[config.mk]
export PLATFORM = sky130hd
export DESIGN_NAME = ttd_divider
export DESIGN_NICKNAME = d
export VERILOG_FILES = /design/src/hw/rtl/ttd_divider.sv
export SDC_FILE = /design/constraint.sdc
export NUM_CORES = 2
export LEC_CHECK = 0
export BUFFER_PORTS_ARGS = -buffer_cell sky130_fd_sc_hd__buf_2
export CORE_UTILIZATION = 58
export CTS_CLUSTER_SIZE = 25
export DETAILED_ROUTE_END_ITERATION = 6
export PLACE_DENSITY_LB_ADDON = 0.12
export SYNTH_ARGS = -nofsm -noshare
export SYNTH_HDL_FRONTEND = slang
export SYNTH_SLANG_ARGS = --single-unit
export TNS_END_PERCENT = 10
[constraint.sdc]
create_clock -name clk -period 3 [get_ports clk]
set_input_delay 0.6 -clock clk [delete_from_list [all_inputs] [get_ports clk]]
set_output_delay 0.6 -clock clk [all_outputs]
set_load 0.02 [all_outputs]
[src/hw/rtl/ttd_divider.sv]
// Pipelined restoring ceiling divider, one quotient bit per stage.
`default_nettype none
module ttd_divider #(
  parameter int unsigned NW = 24,
  parameter int unsigned DW = 16
) (
  input  wire logic          clk,
  input  wire logic          en,
  input  wire logic [NW-1:0] num,
  input  wire logic [DW-1:0] den,
  output logic [NW-1:0]      quo
);
  localparam int unsigned RW = DW + 1;
  logic [NW-1:0] n_r [NW+1];
  logic [NW-1:0] q_r [NW+1];
  logic [RW-1:0] r_r [NW+1];
  logic [DW-1:0] d_r [NW+1];

  // Ceiling division: the floor quotient is raised by one when the remainder is nonzero.
  always_comb begin
    n_r[0] = num;
    q_r[0] = '0;
    r_r[0] = '0;
    d_r[0] = (den == '0) ? DW'(1) : den;
  end

  for (genvar k = 0; k < NW; k++) begin : g_st
    logic [RW:0] trial;
    assign trial = {r_r[k], n_r[k][NW-1-k]};
    always_ff @(posedge clk) begin
      if (en) begin
        n_r[k+1] <= n_r[k];
        d_r[k+1] <= d_r[k];
        if (trial >= {1'b0, 1'b0, d_r[k]}) begin
          r_r[k+1] <= RW'(trial - {2'b00, d_r[k]});
          q_r[k+1] <= q_r[k] | (NW'(1) << (NW-1-k));
        end else begin
          r_r[k+1] <= RW'(trial);
          q_r[k+1] <= q_r[k];
        end
      end
    end
  end

  assign quo = q_r[NW] + NW'(r_r[NW] != '0);
endmodule
`default_nettype wire

Word level (Yosys, flattened, before mapping)
Cells that the tools add are included.
{"block": "op_classes", "add_sub_neg": 25, "mux": 26, "shifts": 0, "bitwise_logic": 0, "magnitude_cmp": 24, "reduce_logical": 2, "div_mod_pow": 0, "eq_ne": 0, "multipliers": 0}
{"op": "$ge 18x16->1", "n": 23}
{"op": "$mux 17", "n": 23}
{"op": "$sub 17x16->17", "n": 23}
{"op": "$add 24x1->24", "n": 1}
{"op": "$mux 24", "n": 1}
{"op": "$reduce_bool 17->1", "n": 1}
{"op": "$sub 1x16->17", "n": 1}
{"op": "$ge 1x16->1", "n": 1}
{"op": "$logic_not 16->1", "n": 1}
{"op": "$mux 16", "n": 1}
{"op": "$mux 1", "n": 1}
{"block": "totals", "ramBits": 0, "mem_count": 0, "latchBits": 0, "output_inout_bits": 24, "elab_cells": 195, "romBits": 0, "regBits": 1628}

Longest topological paths before layout
{"block": "logic_depth", "ltp_word": 4, "depth_mapped": 12, "ltp_nobuf": 11}

Least setup slack after synthesis
Ideal clock, no wire load.
{"block": "synth_timing", "path_type": "flip-flop to flip-flop", "from": "register n_r (netlist bit g_st[10].trial[0])", "to": "register r_r (netlist bit g_st[11].trial[10]) (data pin)", "t_required_ps": 2740, "slack_ps": 80, "n_path_buf": 1, "arrival_ps": 2660, "setup_time_ps": 260, "path_stages_with_launch": 12, "path_cell_list": "edfxtp_1 inv_1 ha_1 inv_1 fa_1 a21oi_1 o22ai_1 o21ai_0 a31oi_1 nor4_4 buf_6 mux2_2"}
{"block": "synth_between", "elab_chain_cells": 2, "word_cells_on_any_way": 3, "cone_classes": "1 x add/sub; 1 x order compare; 1 x mux"}
{"item": "start, declared", "line": "14", "source": "logic [NW-1:0] n_r [NW+1];"}
{"item": "start signal, assigned by index", "line": "32", "source": "n_r[k+1] <= n_r[k];"}
{"item": "$sub 17x16->17 / $ge 18x16->1 (equally long branches)", "line": "35, 34"}
{"item": "$mux 17 (*)", "line": "34", "source": "if (trial >= {1'b0, 1'b0, d_r[k]}) begin"}
{"item": "end signal, assigned by index", "line": "35", "source": "r_r[k+1] <= RW'(trial - {2'b00, d_r[k]});"}
{"item": "end signal, assigned by index", "line": "38", "source": "r_r[k+1] <= RW'(trial);"}
{"item": "end, declared", "line": "16", "source": "logic [RW-1:0] r_r [NW+1];"}
Every way passes the cells marked *; elsewhere a longest branch is shown, timed or not.
A chain may end at the register's enable or synchronous reset.

Final worst setup path
{"block": "layout_timing", "from": "register r_r[8] in the netlist's numbering", "to": "output port quo[18]"}
{"block": "layout_between", "elab_chain_cells": 2}
{"item": "$reduce_bool 17->1", "line": "45", "source": "assign quo = q_r[NW] + NW'(r_r[NW] != '0);"}
{"item": "$add 24x1->24", "line": "45"}
{"item": "end, declared", "line": "11", "source": "output logic [NW-1:0] quo"}
No other way between the ends.

==> run metrics <==
hpwl dp=97020 um; post-synth top area share=0.6096; vias per inst=5.788; Core Rows=123; #FFs+latches synth=1352; initial core utilization=0.5887; Synthesized Nets=5616; total clock sinks=1352; chip width=340.8 um; largest net degree at the start of global routing=94; unrepaired setup endpoints after global routing=true; VDD IR max=0.0006014 V; slew margin rel.=0.5540; cell area after synthesis=0.06659 sq mm; WL final=133700 um; Synth Area per Inst=12.86 sq um; Root Driver=clkbuf_16; Worst-path clk slew=0.06 ns; CP max FO=4; worst hold path class=in2reg; status=finished with violations; R2R Setup Slk=0.09 ns; total die area=0.1162 sq mm; Fin Hold WS=0.05321 ns; Netlist cell types=100; worst reg-to-reg path cell count=11; clock buffer count from CTS=143; antenna-violating nets left=0; core area=0.1131 sq mm; Final Cycle Share=1.230; final worst slack=-0.6886 ns; DRC viols=0; Most used DFF post-synth=edfxtp_1; clk_lat worst skew=0.76 ns; Crit path max-delay family=simple AND/OR/NAND/NOR gates; hold_sp=num[5]; Crit. End Element=output port; Hold Path End=n_r[557]; CTS H-tree lvls=4; Critical Path AT=3.09 ns; Synth area leader=edfxtp_1; Final Non-Filler Cells=7155; Final Max Slew Viols=0; Max stage delay cell, worst path=or4_4; vias=41420; Hold Path Depth=1; TNS Setup=-13.10 ns; area grow syn2layout=13.80%; initial antenna violation count=0; failing checks=negative setup slack; cell with the most instances after synthesis=edfxtp_1; GRT Util Overall=0.2307; Synth async-reset ratio=0; crit path kind=reg2out; worst slew pin tran=0.6620 ns; clock tree from TritonCTS=built; fmax=271.1 MHz; Hold Violations, Final=0; slowest stage delay, CP=0.45 ns; first-pass GRT wire length=212700 um; Post-synth EDFFs=1352; fillcell total=8206; CP Launch Type=flop; min Tclk post-route=3.689 ns; Yosys warning count=0; Mapped Cells=5179; worst path bufs/invs=2; Worst R2R End=g_st[20].trial[13]; synth cell count leaders=edfxtp_1 (1352), inv_1 (507), ha_1 (372); vias in the first global route=39810; grt ovf=0; Critical Path RT=2.40 ns; skew final=0.03001 ns; worst r2r src=g_st[19].trial[0]; sequential element share of the synthesized area=0.6096; leakage=29.40 nW; DRT iter0 DRCs=3173; final setup fails=23; max-cap violations=0; worst slack at placement=-0.2242 ns; DR WL/cell=18.68 um; Top-Level Pins=66; cell area power density=1011 mW/mm^2; top cells by area, synth=edfxtp_1 (61%), ha_1 (7.0%), inv_1 (2.9%); Die H=340.8 um; first drt pass iteration count=6; final net count=5977; CTS Buffer Depth=3; CP Cell Sequence=nor4_2 > nand4_1 > or4_4 > ha_4 > ha_4 > nand4_1 > buf_12 > nor3_4 > nand3_1 > xnor2_1 > buf_4; RD Place Congestion=0.8858; Inst Count DP=6860; # port buffers=65; layout cells sized above 1=0.1394
-- cells by family (layout without fill, tap and decap cells) --
kind of cell,after synthesis,after routing,synth area share
and+or+nand+nor,1116,1116,0.08291
AOI/OAI and AO/OA,1251,1251,0.1264
DFF,1352,1352,0.6096
adders and majority gates,395,395,0.07681
xor gates and xnor gates,244,244,0.03209
buffers and inverters,612,1087,0.03668
other,0,1,0
muxes,209,209,0.03542
-- worst max-delay path by stage --
stage                                  from                  to  cells past startpoint
after global placement               r_r[1]             quo[10]                     10
after global routing                 r_r[1]             quo[18]                     11
after CTS                           r_r[13]             quo[18]                     11
final                                r_r[8]             quo[18]                     11
after detailed placement             r_r[0]             quo[10]                     10
after floorplan           g_st[10].trial[0]  g_st[11].trial[10]                     11
-- placed cells by master (no fill, tap or decap), types with 31 or more instances in the layout --
cell type         n
a211oi_1         35
a21o_1          102
a21oi_1         295
a31oi_1          48
and2_1           35
and3_1           56
buf_12           34
buf_2            41
buf_4           202
clkbuf_16       147
dlygate4sd3_1    31
edfxtp_1       1352
ha_1            370
inv_1           507
mux2_2          149
mux2i_1          41
nand2_1         273
nand2b_1         40
nand3_1         100
nand4_1          45
nor2_1          270
nor2b_1          42
nor3_1          101
o211ai_1         42
o21a_1          100
o21ai_0         267
o31ai_1          50
xnor2_1         142
xor2_1          100
-- stage by stage --
step	cell area, sq um	util	total power, W
finish	75780	0.6700	0.07659
detailed placement	70330	0.6217	0.05833
floorplan	66590	-	0.05000
global route	75780	0.6699	0.08124
CTS	75540	0.6678	0.07659
global placement	70330	0.6217	0.05797
-- worst reg2reg max path, delay by kind of cell (launching register included) --
family | cells | cell delay, ns
flip-flops | 1 | 0.35
adder cells (fa/ha/maj) | 2 | 0.61
multiplexers | 1 | 0.35
buffers and inverters | 3 | 0.36
AO/OA/AOI/OAI | 5 | 0.99
-- registers in the layout, summed over array words and instances, names as in the netlist --
signal,flops
d_r,368
g_st.trial,414
n_r,253
q_r,300
r_r,17
-- cell type report --
cell class	count	area (sq um)	area share
Multi-Input combinational cell	3215	23810	0.3142
Clock buffer	176	3787	0.04998
Tap cell	1500	1877	0.02477
Clock inverter	83	970.9	0.01281
Timing Repair Buffer	317	2814	0.03713
Sequential cell	1352	40600	0.5357
Inverter	511	1918	0.02531
Antenna cell	1	2.502	0.00003302
-- power breakdown --
| part | internal (W) | switching [W] |
|---|---|---|
| clock network | 0.0105 | 0.00725 |
| registers | 0.0263 | 0.00224 |
| logic | 0.0139 | 0.0163 |
-- per-layer routing --
layer	wire, um	track usage
met1	62950	0.3381
met2	61080	0.3589
met3	6446	0.03253
met4	3208	0.07091
met5	0	0
-- what timing repair did --
action / 4_1_cts / 5_1_grt
buffers inserted: 1 / 3
gates resized for setup: 31 / 66
endpoints found under the setup margin: 29 / 271
hold buffers: 31 / 0
endpoints found under the hold margin: 31 / 0
pin swaps: 10 / 22
(Power assumes the default switching activity.)
